**config.mk**
```make
export PLATFORM = sky130hd
export DESIGN_NAME = distance_to_position_classifier_flat
export DESIGN_NICKNAME = d
export VERILOG_FILES = /design/src/hdl/dtp_pkg.sv /design/src/hdl/dtp_if.sv /design/src/hdl/dtp_ram.sv /design/src/hdl/dtp_div.sv /design/src/hdl/distance_to_position_classifier.sv /design/src/flat_wrapper.sv
export SDC_FILE = /design/constraint.sdc
export NUM_CORES = 2
export LEC_CHECK = 0
export BUFFER_PORTS_ARGS = -buffer_cell sky130_fd_sc_hd__buf_2
export CORE_MARGIN = 2
export CORE_UTILIZATION = 57
export DETAILED_ROUTE_END_ITERATION = 7
export GPL_ROUTABILITY_DRIVEN = 0
export MAX_ROUTING_LAYER = met4
export PLACE_DENSITY = 0.87
export SETUP_SLACK_MARGIN = 0.2
export SYNTH_ARGS = -nofsm -noshare
export SYNTH_HDL_FRONTEND = slang
export SYNTH_HIERARCHICAL = 1
export SYNTH_SLANG_ARGS = --single-unit
```
**constraint.sdc**
```tcl
create_clock -name i_clk -period 12.1 [get_ports i_clk]
set_clock_uncertainty 0.1 [all_clocks]
set_input_delay 0.605 -clock i_clk [delete_from_list [all_inputs] [get_ports i_clk]]
set_output_delay 0.605 -clock i_clk [all_outputs]
set_load 0.01 [all_outputs]
```
**src/hdl/dtp_pkg.sv**
```systemverilog
// Package for the distance-to-position classifier.
// Field widths, action and status codes, beat structs and scaling constants.
// No dependencies.
package dtp_pkg;

    localparam int DIST_W = 13;
    localparam int WGT_W  = 8;
    localparam int IDX_W  = 4;
    localparam int CNT_W  = 5;

    localparam logic [1:0] ACT_LOAD   = 2'd0;
    localparam logic [1:0] ACT_BUILD  = 2'd1;
    localparam logic [1:0] ACT_SAMPLE = 2'd2;
    localparam logic [1:0] ACT_UNUSED = 2'd3;

    localparam logic [1:0] ST_FOUND  = 2'd0;
    localparam logic [1:0] ST_NOCAL  = 2'd1;
    localparam logic [1:0] ST_REJECT = 2'd2;
    localparam logic [1:0] ST_BUILT  = 2'd3;

    localparam logic [DIST_W-1:0] SINGLE_HALF_GAP = 13'd50;

    // zone = gap * 30 / 100, done as gap * 3 / 10 with a reciprocal
    localparam int ZONE_PERCENT = 30;
    localparam int PERCENT_BASE = 100;
    localparam int ZONE_NUM     = ZONE_PERCENT / 10;
    localparam int ZONE_DEN     = PERCENT_BASE / 10;
    localparam int RECIP_SHIFT  = 19;
    localparam int RECIP        = ((1 << RECIP_SHIFT) + ZONE_DEN - 1) / ZONE_DEN;
    localparam int RECIP_W      = 16;

    typedef struct packed {
        logic [1:0]        action;
        logic [IDX_W-1:0]  point_index;
        logic [DIST_W-1:0] point_distance;
        logic [WGT_W-1:0]  point_weight;
        logic              point_valid;
        logic [DIST_W-1:0] sample_distance;
        logic              last_sample;
    } t_in_beat;

    typedef struct packed {
        logic [1:0]        status;
        logic [WGT_W-1:0]  weight;
        logic [DIST_W-1:0] median_mm;
        logic [CNT_W-1:0]  kept_samples;
        logic [CNT_W-1:0]  point_count;
        logic              low_confidence;
        logic              non_monotonic;
    } t_out_beat;

endpackage

```
**src/hdl/dtp_if.sv**
```systemverilog
// Valid/ready channels of the classifier: command beats in, result beats out.
// Depends on dtp_pkg for the beat structs.
interface dtp_in_if;
    import dtp_pkg::*;
    logic     valid;
    logic     ready;
    t_in_beat data;
    modport source (output valid, output data, input ready);
    modport sink   (input valid, input data, output ready);
endinterface

interface dtp_out_if;
    import dtp_pkg::*;
    logic      valid;
    logic      ready;
    t_out_beat data;
    modport source (output valid, output data, input ready);
    modport sink   (input valid, input data, output ready);
endinterface

```
**src/hdl/dtp_ram.sv**
```systemverilog
// Generic simple dual-port RAM: one write port, one read port, registered read.
// No dependencies.
module dtp_ram #(
    parameter int WIDTH = 8,
    parameter int DEPTH = 16
) (
    input  logic                                        i_clk,
    input  logic                                        i_we,
    input  logic [((DEPTH > 1) ? $clog2(DEPTH) : 1)-1:0] i_waddr,
    input  logic [WIDTH-1:0]                            i_wdata,
    input  logic [((DEPTH > 1) ? $clog2(DEPTH) : 1)-1:0] i_raddr,
    output logic [WIDTH-1:0]                            o_rdata
);
    logic [WIDTH-1:0] r_mem [DEPTH];
    logic [WIDTH-1:0] r_rdata;

    always_ff @(posedge i_clk) begin
        if (i_we) begin
            r_mem[i_waddr] <= i_wdata;
        end
        r_rdata <= r_mem[i_raddr];
    end

    assign o_rdata = r_rdata;
endmodule

```
**src/hdl/dtp_div.sv**
```systemverilog
// Restoring divider, one quotient bit per cycle, for the calibration half-gap.
// Depends on dtp_pkg for the distance width.
module dtp_div #(
    parameter int DEN_W = 5
) (
    input  logic                      i_clk,
    input  logic                      i_rst_n,
    input  logic                      i_start,
    input  logic [dtp_pkg::DIST_W-1:0] i_num,
    input  logic [DEN_W-1:0]          i_den,
    output logic                      o_done,
    output logic [dtp_pkg::DIST_W-1:0] o_quot
);
    import dtp_pkg::*;

    localparam int CW = $clog2(DIST_W);

    logic              r_busy;
    logic              r_done;
    logic [CW-1:0]     r_cnt;
    logic [DIST_W-1:0] r_q;
    logic [DEN_W-1:0]  r_rem;

    logic [DEN_W:0] w_shift;
    logic [DEN_W:0] w_diff;
    logic           w_ge;

    assign w_shift = {r_rem, r_q[DIST_W-1]};
    assign w_ge    = w_shift >= {1'b0, i_den};
    assign w_diff  = w_shift - {1'b0, i_den};

    always_ff @(posedge i_clk) begin
        if (!i_rst_n) begin
            r_busy <= 1'b0;
            r_done <= 1'b0;
            r_cnt  <= '0;
        end else begin
            r_done <= 1'b0;
            if (i_start) begin
                r_busy <= 1'b1;
                r_cnt  <= '0;
                r_q    <= i_num;
                r_rem  <= '0;
            end else if (r_busy) begin
                r_q   <= {r_q[DIST_W-2:0], w_ge};
                r_rem <= w_ge ? w_diff[DEN_W-1:0] : w_shift[DEN_W-1:0];
                r_cnt <= r_cnt + 1'b1;
                if (r_cnt == CW'(DIST_W - 1)) begin
                    r_busy <= 1'b0;
                    r_done <= 1'b1;
                end
            end
        end
    end

    assign o_done = r_done;
    assign o_quot = r_q;
endmodule

```
**src/hdl/distance_to_position_classifier.sv**
```systemverilog
// Distance-to-position classifier top level: command sequencer around the
// table, sorted-point and burst memories. Depends on dtp_pkg, dtp_if, dtp_ram, dtp_div.
//
//  channel  dir  beat        moves
//  i_in     in   t_in_beat   load point, build, distance sample
//  o_out    out  t_out_beat  build report or classification
//
// Loads and non-final samples are taken in S_IDLE, which keeps i_in.ready high.
// A build or a final sample leaves S_IDLE and holds i_in.ready low until its
// result is in the output register; both scan their memories in nested loops
// through the single read port of each memory.
// Reset clears the valid bits and counts; memory contents stay undefined.
// A result waiting on o_out stalls only the next build or final sample.
module distance_to_position_classifier #(
    parameter int TABLE_POINTS = 16,
    parameter int BURST_DEPTH  = 16
) (
    input  logic      i_clk,
    input  logic      i_rst_n,
    dtp_in_if.sink    i_in,
    dtp_out_if.source o_out
);
    import dtp_pkg::*;

    localparam int TW  = $clog2(TABLE_POINTS);
    localparam int TCW = $clog2(TABLE_POINTS + 1);
    localparam int BW  = (BURST_DEPTH > 1) ? $clog2(BURST_DEPTH) : 1;
    localparam int BCW = $clog2(BURST_DEPTH + 1);
    localparam int XW  = (TCW > BCW) ? TCW : BCW;
    localparam int PW  = DIST_W + WGT_W;

    typedef enum logic [10:0] {
        S_IDLE = 11'b00000000001,
        S_BOUT = 11'b00000000010,
        S_BIN  = 11'b00000000100,
        S_BWR  = 11'b00000001000,
        S_BDIV = 11'b00000010000,
        S_BLIM = 11'b00000100000,
        S_CK   = 11'b00001000000,
        S_CMRD = 11'b00010000000,
        S_CMIN = 11'b00100000000,
        S_CB   = 11'b01000000000,
        S_OUT  = 11'b10000000000
    } t_state;

    t_state             r_state;
    logic               r_ph;
    logic [TABLE_POINTS-1:0] r_valid;
    logic [XW-1:0]      r_i, r_j;
    logic [TCW-1:0]     r_n, r_pc;
    logic [TW-1:0]      r_rank;
    logic               r_eq;
    logic [DIST_W-1:0]  r_key_d;
    logic [WGT_W-1:0]   r_key_w;
    logic [DIST_W-1:0]  r_min, r_max, r_half, r_lo, r_med;
    logic [DIST_W:0]    r_hi;
    logic [BCW-1:0]     r_bcnt, r_nb, r_kept, r_less, r_le;
    logic               r_found, r_lowc;
    logic [DIST_W-1:0]  r_prev_d;
    logic [WGT_W-1:0]   r_prev_w, r_wsel;
    t_out_beat          r_res;
    logic               r_ovalid;
    t_out_beat          r_odata;

    logic              w_acc;
    logic [TW+IDX_W-1:0] w_pidx;
    logic              w_pidx_ok;
    logic              w_tab_we;
    logic [TW-1:0]     w_tab_raddr;
    logic [PW-1:0]     w_tab_rdata;
    logic [PW-1:0]     w_srt_rdata;
    logic              w_bur_we;
    logic [BW-1:0]     w_bur_raddr;
    logic [DIST_W-1:0] w_bur_rdata;
    logic              w_div_start;
    logic              w_div_done;
    logic [DIST_W-1:0] w_div_quot;
    logic [DIST_W-1:0] w_td, w_cd;
    logic              w_b_in;
    logic [DIST_W-1:0] w_gap;
    logic [DIST_W+1:0] w_gap3;
    logic [DIST_W+1+RECIP_W:0] w_prod;
    logic [DIST_W-1:0] w_zone;
    logic [DIST_W-1:0] w_bnd;
    logic [DIST_W:0]   w_bsum;
    logic [DIST_W-1:0] w_blo;
    logic              w_inzone;
    logic [BCW-1:0]    w_half_k;

    assign w_acc      = i_in.valid && i_in.ready;
    assign i_in.ready = (r_state == S_IDLE);
    assign w_pidx     = {{TW{1'b0}}, i_in.data.point_index};
    assign w_pidx_ok  = w_pidx < (TW + IDX_W)'(TABLE_POINTS);
    assign w_tab_we   = w_acc && (i_in.data.action == ACT_LOAD) && w_pidx_ok;
    assign w_bur_we   = w_acc && (i_in.data.action == ACT_SAMPLE)
                        && (r_bcnt < BCW'(BURST_DEPTH));
    assign w_tab_raddr = (r_state == S_BIN) ? r_j[TW-1:0] : r_i[TW-1:0];
    assign w_bur_raddr = (r_state == S_CMRD) ? r_i[BW-1:0] : r_j[BW-1:0];
    assign w_td = w_tab_rdata[PW-1:WGT_W];
    assign w_cd = w_srt_rdata[PW-1:WGT_W];
    assign w_b_in = (w_bur_rdata >= r_lo) && ({1'b0, w_bur_rdata} <= r_hi);
    assign w_div_start = (r_state == S_BOUT) && (r_i == XW'(TABLE_POINTS))
                         && (r_n >= TCW'(2));
    assign w_half_k = r_kept >> 1;

    // boundary and its low-confidence zone between the previous and current point
    assign w_gap    = w_cd - r_prev_d;
    assign w_gap3   = (DIST_W + 2)'(w_gap) * (DIST_W + 2)'(ZONE_NUM);
    assign w_prod   = (DIST_W + 2 + RECIP_W)'(w_gap3) * (DIST_W + 2 + RECIP_W)'(RECIP);
    assign w_zone   = DIST_W'(w_prod >> RECIP_SHIFT);
    assign w_bsum   = {1'b0, r_prev_d} + {1'b0, w_cd};
    assign w_bnd    = w_bsum[DIST_W:1];
    assign w_blo    = (w_bnd > w_zone) ? (w_bnd - w_zone) : '0;
    assign w_inzone = (r_med >= w_blo)
                      && ({1'b0, r_med} <= ({1'b0, w_bnd} + {1'b0, w_zone}));

    dtp_ram #(.WIDTH(PW), .DEPTH(TABLE_POINTS)) u_table (
        .i_clk   (i_clk),
        .i_we    (w_tab_we),
        .i_waddr (w_pidx[TW-1:0]),
        .i_wdata ({i_in.data.point_distance, i_in.data.point_weight}),
        .i_raddr (w_tab_raddr),
        .o_rdata (w_tab_rdata)
    );

    dtp_ram #(.WIDTH(PW), .DEPTH(TABLE_POINTS)) u_sorted (
        .i_clk   (i_clk),
        .i_we    (r_state == S_BWR),
        .i_waddr (r_rank),
        .i_wdata ({r_key_d, r_key_w}),
        .i_raddr (r_j[TW-1:0]),
        .o_rdata (w_srt_rdata)
    );

    dtp_ram #(.WIDTH(DIST_W), .DEPTH(BURST_DEPTH)) u_burst (
        .i_clk   (i_clk),
        .i_we    (w_bur_we),
        .i_waddr (r_bcnt[BW-1:0]),
        .i_wdata (i_in.data.sample_distance),
        .i_raddr (w_bur_raddr),
        .o_rdata (w_bur_rdata)
    );

    dtp_div #(.DEN_W(TCW)) u_div (
        .i_clk   (i_clk),
        .i_rst_n (i_rst_n),
        .i_start (w_div_start),
        .i_num   (r_max - r_min),
        .i_den   (r_n - 1'b1),
        .o_done  (w_div_done),
        .o_quot  (w_div_quot)
    );

    always_ff @(posedge i_clk) begin
        if (!i_rst_n) begin
            r_state  <= S_IDLE;
            r_ph     <= 1'b0;
            r_valid  <= '0;
            r_pc     <= '0;
            r_bcnt   <= '0;
            r_ovalid <= 1'b0;
        end else begin
            // S_OUT reloads the output register itself
            if (o_out.ready && (r_state != S_OUT)) begin
                r_ovalid <= 1'b0;
            end
            case (r_state)
                S_IDLE: begin
                    if (w_tab_we) begin
                        r_valid[w_pidx[TW-1:0]] <= i_in.data.point_valid;
                    end
                    if (w_acc && (i_in.data.action == ACT_BUILD)) begin
                        r_i     <= '0;
                        r_n     <= '0;
                        r_eq    <= 1'b0;
                        r_min   <= '1;
                        r_max   <= '0;
                        r_ph    <= 1'b0;
                        r_state <= S_BOUT;
                    end
                    if (w_acc && (i_in.data.action == ACT_SAMPLE)) begin
                        if (w_bur_we && !i_in.data.last_sample) begin
                            r_bcnt <= r_bcnt + 1'b1;
                        end
                        if (i_in.data.last_sample) begin
                            r_nb   <= w_bur_we ? (r_bcnt + 1'b1) : r_bcnt;
                            r_bcnt <= '0;
                            if (r_pc == '0) begin
                                r_res   <= '{status: ST_NOCAL, default: '0};
                                r_state <= S_OUT;
                            end else begin
                                r_j     <= '0;
                                r_kept  <= '0;
                                r_ph    <= 1'b0;
                                r_state <= S_CK;
                            end
                        end
                    end
                end
                S_BOUT: begin
                    if (r_i == XW'(TABLE_POINTS)) begin
                        r_pc <= r_n;
                        if (r_n >= TCW'(2)) begin
                            r_state <= S_BDIV;
                        end else begin
                            r_half  <= SINGLE_HALF_GAP;
                            r_state <= S_BLIM;
                        end
                    end else if (!r_valid[r_i[TW-1:0]]) begin
                        r_i <= r_i + 1'b1;
                    end else if (!r_ph) begin
                        r_ph <= 1'b1;
                    end else begin
                        r_ph    <= 1'b0;
                        r_key_d <= w_td;
                        r_key_w <= w_tab_rdata[WGT_W-1:0];
                        r_n     <= r_n + 1'b1;
                        if (w_td < r_min) r_min <= w_td;
                        if (w_td > r_max) r_max <= w_td;
                        r_j     <= '0;
                        r_rank  <= '0;
                        r_state <= S_BIN;
                    end
                end
                S_BIN: begin
                    if (r_j == XW'(TABLE_POINTS)) begin
                        r_state <= S_BWR;
                    end else if (!r_valid[r_j[TW-1:0]]) begin
                        r_j <= r_j + 1'b1;
                    end else if (!r_ph) begin
                        r_ph <= 1'b1;
                    end else begin
                        r_ph <= 1'b0;
                        r_j  <= r_j + 1'b1;
                        // stable rank: earlier slots win ties
                        if ((w_td < r_key_d) || ((w_td == r_key_d) && (r_j < r_i))) begin
                            r_rank <= r_rank + 1'b1;
                        end
                        if ((w_td == r_key_d) && (r_j != r_i)) begin
                            r_eq <= 1'b1;
                        end
                    end
                end
                S_BWR: begin
                    r_i     <= r_i + 1'b1;
                    r_state <= S_BOUT;
                end
                S_BDIV: begin
                    if (w_div_done) begin
                        r_half  <= w_div_quot >> 1;
                        r_state <= S_BLIM;
                    end
                end
                S_BLIM: begin
                    r_lo    <= (r_min > r_half) ? (r_min - r_half) : '0;
                    r_hi    <= {1'b0, r_max} + {1'b0, r_half};
                    r_res   <= '{status: ST_BUILT, point_count: CNT_W'(r_n),
                                 non_monotonic: r_eq, default: '0};
                    r_state <= S_OUT;
                end
                S_CK: begin
                    if (r_j == XW'(r_nb)) begin
                        if (r_kept == '0) begin
                            r_res   <= '{status: ST_REJECT, point_count: CNT_W'(r_pc),
                                         default: '0};
                            r_state <= S_OUT;
                        end else begin
                            r_i     <= '0;
                            r_state <= S_CMRD;
                        end
                    end else if (!r_ph) begin
                        r_ph <= 1'b1;
                    end else begin
                        r_ph <= 1'b0;
                        r_j  <= r_j + 1'b1;
                        if (w_b_in) r_kept <= r_kept + 1'b1;
                    end
                end
                S_CMRD: begin
                    if (!r_ph) begin
                        r_ph <= 1'b1;
                    end else begin
                        r_ph <= 1'b0;
                        if (w_b_in) begin
                            r_key_d <= w_bur_rdata;
                            r_j     <= '0;
                            r_less  <= '0;
                            r_le    <= '0;
                            r_state <= S_CMIN;
                        end else begin
                            r_i <= r_i + 1'b1;
                        end
                    end
                end
                S_CMIN: begin
                    if (r_j == XW'(r_nb)) begin
                        // candidate is the median if it covers rank kept/2
                        if ((r_less <= w_half_k) && (w_half_k < r_le)) begin
                            r_med   <= r_key_d;
                            r_j     <= '0;
                            r_found <= 1'b0;
                            r_lowc  <= 1'b0;
                            r_state <= S_CB;
                        end else begin
                            r_i     <= r_i + 1'b1;
                            r_state <= S_CMRD;
                        end
                    end else if (!r_ph) begin
                        r_ph <= 1'b1;
                    end else begin
                        r_ph <= 1'b0;
                        r_j  <= r_j + 1'b1;
                        if (w_b_in && (w_bur_rdata < r_key_d)) r_less <= r_less + 1'b1;
                        if (w_b_in && (w_bur_rdata <= r_key_d)) r_le <= r_le + 1'b1;
                    end
                end
                S_CB: begin
                    if (r_j == XW'(r_pc)) begin
                        r_res   <= '{status: ST_FOUND,
                                     weight: r_found ? r_wsel : r_prev_w,
                                     median_mm: r_med,
                                     kept_samples: CNT_W'(r_kept),
                                     point_count: CNT_W'(r_pc),
                                     low_confidence: r_lowc,
                                     non_monotonic: 1'b0};
                        r_state <= S_OUT;
                    end else if (!r_ph) begin
                        r_ph <= 1'b1;
                    end else begin
                        r_ph     <= 1'b0;
                        r_j      <= r_j + 1'b1;
                        r_prev_d <= w_cd;
                        r_prev_w <= w_srt_rdata[WGT_W-1:0];
                        if (r_j != '0) begin
                            if (!r_found && (r_med < w_bnd)) begin
                                r_found <= 1'b1;
                                r_wsel  <= r_prev_w;
                            end
                            if (w_inzone) r_lowc <= 1'b1;
                        end
                    end
                end
                S_OUT: begin
                    if (!r_ovalid || o_out.ready) begin
                        r_ovalid <= 1'b1;
                        r_odata  <= r_res;
                        r_state  <= S_IDLE;
                    end
                end
                default: begin
                    r_state <= S_IDLE;
                end
            endcase
        end
    end

    assign o_out.valid = r_ovalid;
    assign o_out.data  = r_odata;

`ifndef SYNTH
    a_burst_bound: assert property (@(posedge i_clk) disable iff (!i_rst_n)
        r_bcnt <= BCW'(BURST_DEPTH))
        else $error("burst count beyond buffer depth");
    a_kept_bound: assert property (@(posedge i_clk) disable iff (!i_rst_n)
        ((r_state == S_CMRD) || (r_state == S_CMIN) || (r_state == S_CB))
        |-> ((r_kept <= r_nb) && (r_kept != '0)))
        else $error("kept count inconsistent with burst");
    a_build_busy: assert property (@(posedge i_clk) disable iff (!i_rst_n)
        (w_acc && (i_in.data.action == ACT_BUILD)) |=> (r_state == S_BOUT))
        else $error("build beat did not start the table scan");
    a_median_found: assert property (@(posedge i_clk) disable iff (!i_rst_n)
        (r_state == S_CMRD) |-> (r_i < XW'(r_nb)))
        else $error("median search ran past the burst");
`endif
endmodule

```
**src/flat_wrapper.sv**
```systemverilog
// flat-port wrapper written by rule: the top's interface ports become plain ports
module distance_to_position_classifier_flat import dtp_pkg::*;
#(
    parameter int TABLE_POINTS = 16,
    parameter int BURST_DEPTH  = 16
)
  (i_clk, i_rst_n, i_in_valid, i_in_data, i_in_ready, o_out_valid, o_out_data, o_out_ready);
  dtp_in_if i_in_i ();
  dtp_out_if o_out_i ();
  input  logic i_clk;
  input  logic i_rst_n;
  input wire logic [$bits(i_in_i.valid)-1:0] i_in_valid;
  input wire logic [$bits(i_in_i.data)-1:0] i_in_data;
  output wire logic [$bits(i_in_i.ready)-1:0] i_in_ready;
  output wire logic [$bits(o_out_i.valid)-1:0] o_out_valid;
  output wire logic [$bits(o_out_i.data)-1:0] o_out_data;
  input wire logic [$bits(o_out_i.ready)-1:0] o_out_ready;
  assign i_in_i.valid = i_in_valid;
  assign i_in_i.data = i_in_data;
  assign i_in_ready = i_in_i.ready;
  assign o_out_valid = o_out_i.valid;
  assign o_out_data = o_out_i.data;
  assign o_out_i.ready = o_out_ready;
  distance_to_position_classifier #(.TABLE_POINTS(TABLE_POINTS), .BURST_DEPTH(BURST_DEPTH)) u_core (.i_clk(i_clk), .i_rst_n(i_rst_n), .i_in(i_in_i), .o_out(o_out_i));
endmodule
```
==> out/qor.yml <==
run_status:
  outcome: "finished, final reports clean"
global_route:
  grt_max_degree: 81
  antenna_found_initial: 4
  overflow: 0
  grt_pass1_wl_mm: 215
  track_usage_pct: 27.7
  grt_pass1_vias: 35800
synth:
  synth_commonest_cells: "edfxtp_1 (1,138), ha_1 (357), inv_1 (312)"
  synthFlopType: "edfxtp_1"
  syn_inst: 3820
  synth_cell_types: 93
  post-synth-top-area-cell: "edfxtp_1"
  synth_seq_area_share_pct: 61.8
  ys_warn_count: 6
  yosys.cell_count.top_type: "edfxtp_1"
  post_synth.cell_area_avg_um2: 15.3
  synth-seq-cells: 1238
  synth.net_count: 4290
  synthTopCellsByArea: "edfxtp_1 (58%), ha_1 (7.6%), mux4_2 (5.1%)"
  synth-edff-count: 1138
  synth_top_area_share_pct: 58.4
  async_reset_ff_share_pct: 0
  synth_area_um2: 58500
drt:
  drt-initial-drc-count: 4250
  wire_per_inst_um: 26.2
  viasPerCell: 6.45
  drc: 0
  ant_nets: 0
  wl_mm: 144
  via_count: 35400
  firstDrtPassIters: 8
timing:
  setup_tns_ns: 0
  setup_violations: 0
  period_share_pct: 97.2
  tightest_slew_ns: 1.45
  slew_headroom_pct: 2.55
  worst_hold_slack_ns: 0.166
  slew_violations: 0
  clock.fmax_mhz: 85.0
  fin_crit_ns: 11.77
  hold_viol_final: 0
clock_network:
  cts_sinks: 1238
  insertion_delay_ns: 0.71
  path_clk_slew_ns: 0.07
  cts_root_buffer: "clkbuf_16"
  cts_buffer_depth: 3
  tritoncts: "built"
  htree_levels: 3
  cts_inserted_buffers: 111
critical_path:
  cp-startpoint: "u_core/r_prev_d[0]"
  crit_cells: 56
  crit_path_end: "u_core/r_lowc"
  critPathLaunchType: "register"
  cp_slowest_cell: "fa_1"
  crit_required_ns: 12.41
  path_class: "reg2reg"
  crit_top_cell: "a21oi_2"
  r2r-end: "u_core/r_lowc"
  reg2reg_depth: 56
  worst-path-max-fanout: 3
  path_buf_inv: 4
  cpPeakStageDelay_ns: 0.53
  rrSetupSlack_ns: 0.33
  crit_arrival_ns: 12.08
  path_delay_family: "compound AO/OA/AOI/OAI gates"
  reg2reg_from: "u_core/r_prev_d[0]"
  crit_path_end_kind: "register"
placement:
  post-dp-hpwl_mm: 89.3
  port_buffers: 82
worst_hold_path:
  hp-class: "in2reg"
  hold_start: "i_in_data[22]"
floorplanning:
  num_rows: 117
  die_width_um: 324
  pin_count: 83
  coreArea_um2: 102000
  die-area_um2: 105000
  start_util_pct: 57.5
  die_h_um: 324
final_layout:
  multi_input_area_um2: 21200
  syn2layout_area_growth_pct: 11.6
  fin_nets: 4484
  fill_cells: 6490
  drive_gt1_share_pct: 17.5
  regArea_um2: 36200
flow_run:
  cap_violations: 0
worst min-delay path by stage:
stage                            endpoint  slack, ns  depth (start not counted)
2_1_floorplan           u_core/r_key_w[0]       0.29                          0
3_3_place_gp           u_core/r_prev_w[2]       0.29                          0
3_5_place_dp           u_core/r_prev_w[4]       0.29                          0
4_1_cts        u_core/u_table/r_mem[7][7]       0.13                          1
5_1_grt        u_core/u_table/r_mem[7][7]       0.16                          1
6_report       u_core/u_table/r_mem[7][7]       0.17                          1
layer usage:
metal | share of wire, % | up-vias | track usage [%]
met4 | 5.2 | 0 | 13.0
met3 | 9.7 | 543 | 5.42
met2 | 49 | 2305 | 44.8
met1 | 36 | 17600 | 33.8
li1 | - | 14900 | -
met5 | 0 | - | -
per-stage QoR:
step	cells	instance area, µm²	worst slack [ns]	util [%]
6_report	5482	65300	0.335	64.2
2_1_floorplan	3820	58500	0.310	-
3_5_place_dp	5248	60900	-0.127	59.8
4_1_cts	5461	64700	0.204	63.6
5_1_grt	5482	65300	-0.113	64.2
3_3_place_gp	5248	60900	0.0736	59.8
sequential cells by signal, indices dropped and copies added, names as in the netlist, 8 cells and up:
signal / count
u_core/o_out.data: 35
u_core/r_half: 12
u_core/r_hi: 14
u_core/r_key_d: 13
u_core/r_key_w: 8
u_core/r_lo: 13
u_core/r_max: 13
u_core/r_med: 13
u_core/r_min: 13
u_core/r_prev_d: 13
u_core/r_prev_w: 8
u_core/r_res: 35
u_core/r_state: 11
u_core/r_valid: 16
u_core/r_wsel: 8
u_core/u_burst/o_rdata: 13
u_core/u_burst/r_mem: 208
u_core/u_div/o_quot: 13
u_core/u_sorted/o_rdata: 21
u_core/u_sorted/r_mem: 336
u_core/u_table/o_rdata: 21
u_core/u_table/r_mem: 336
cell families (layout without fill, tap and decap cells):
group | after synthesis | count (layout) | share of synthesized area, %
compound gates | 522 | 522 | 5.99
xor+xnor | 128 | 128 | 2.01
fa+ha+maj | 424 | 424 | 9.92
buf+inv | 434 | 724 | 3.27
flops | 1238 | 1238 | 61.8
mux | 265 | 265 | 10.1
other cells | 0 | 4 | 0
simple gates | 809 | 809 | 6.89
placed cells by master (no fill, tap or decap), types with 99 or more instances in the layout:
| cell | count |
|---|---|
| nand2_1 | 203 |
| a21oi_1 | 105 |
| mux4_2 | 132 |
| nor2_1 | 183 |
| buf_4 | 119 |
| clkbuf_16 | 115 |
| edfxtp_1 | 1138 |
| inv_1 | 306 |
| ha_1 | 339 |
| a22oi_1 | 111 |
| dfxtp_1 | 99 |
worst reg2reg max path, delay by kind of cell, from the launching register on:
kind	cells	cell delay [ns]
AO/OA/AOI/OAI	24	4.09
XOR/XNOR	3	0.62
adder cells (fa/ha/maj)	12	4.04
buffers and inverters	4	0.29
flip-flops	1	0.41
AND/OR/NAND/NOR	13	1.92
area by class of cell:
type,count,area share (%)
clock inverters,52,0.818
inverters,314,1.80
diodes,4,0.0153
repair buffers,201,2.00
multi-input cells,2148,32.5
well taps,1368,2.62
clock buffers,157,4.89
flip-flops and latches,1238,55.4
timing repair:
action / in CTS / in global routing
hold buffers: 0 / 0
setup buffers: 4 / 17
pin swaps: 10 / 58
hold endpoints to repair: 0 / 0
gates resized for setup: 14 / 94
setup endpoints to repair: 1 / 1
Power is left out: the tool's default activity adds up to more than one toggle a clock period on the data nets, which glitch-free logic cannot reach.
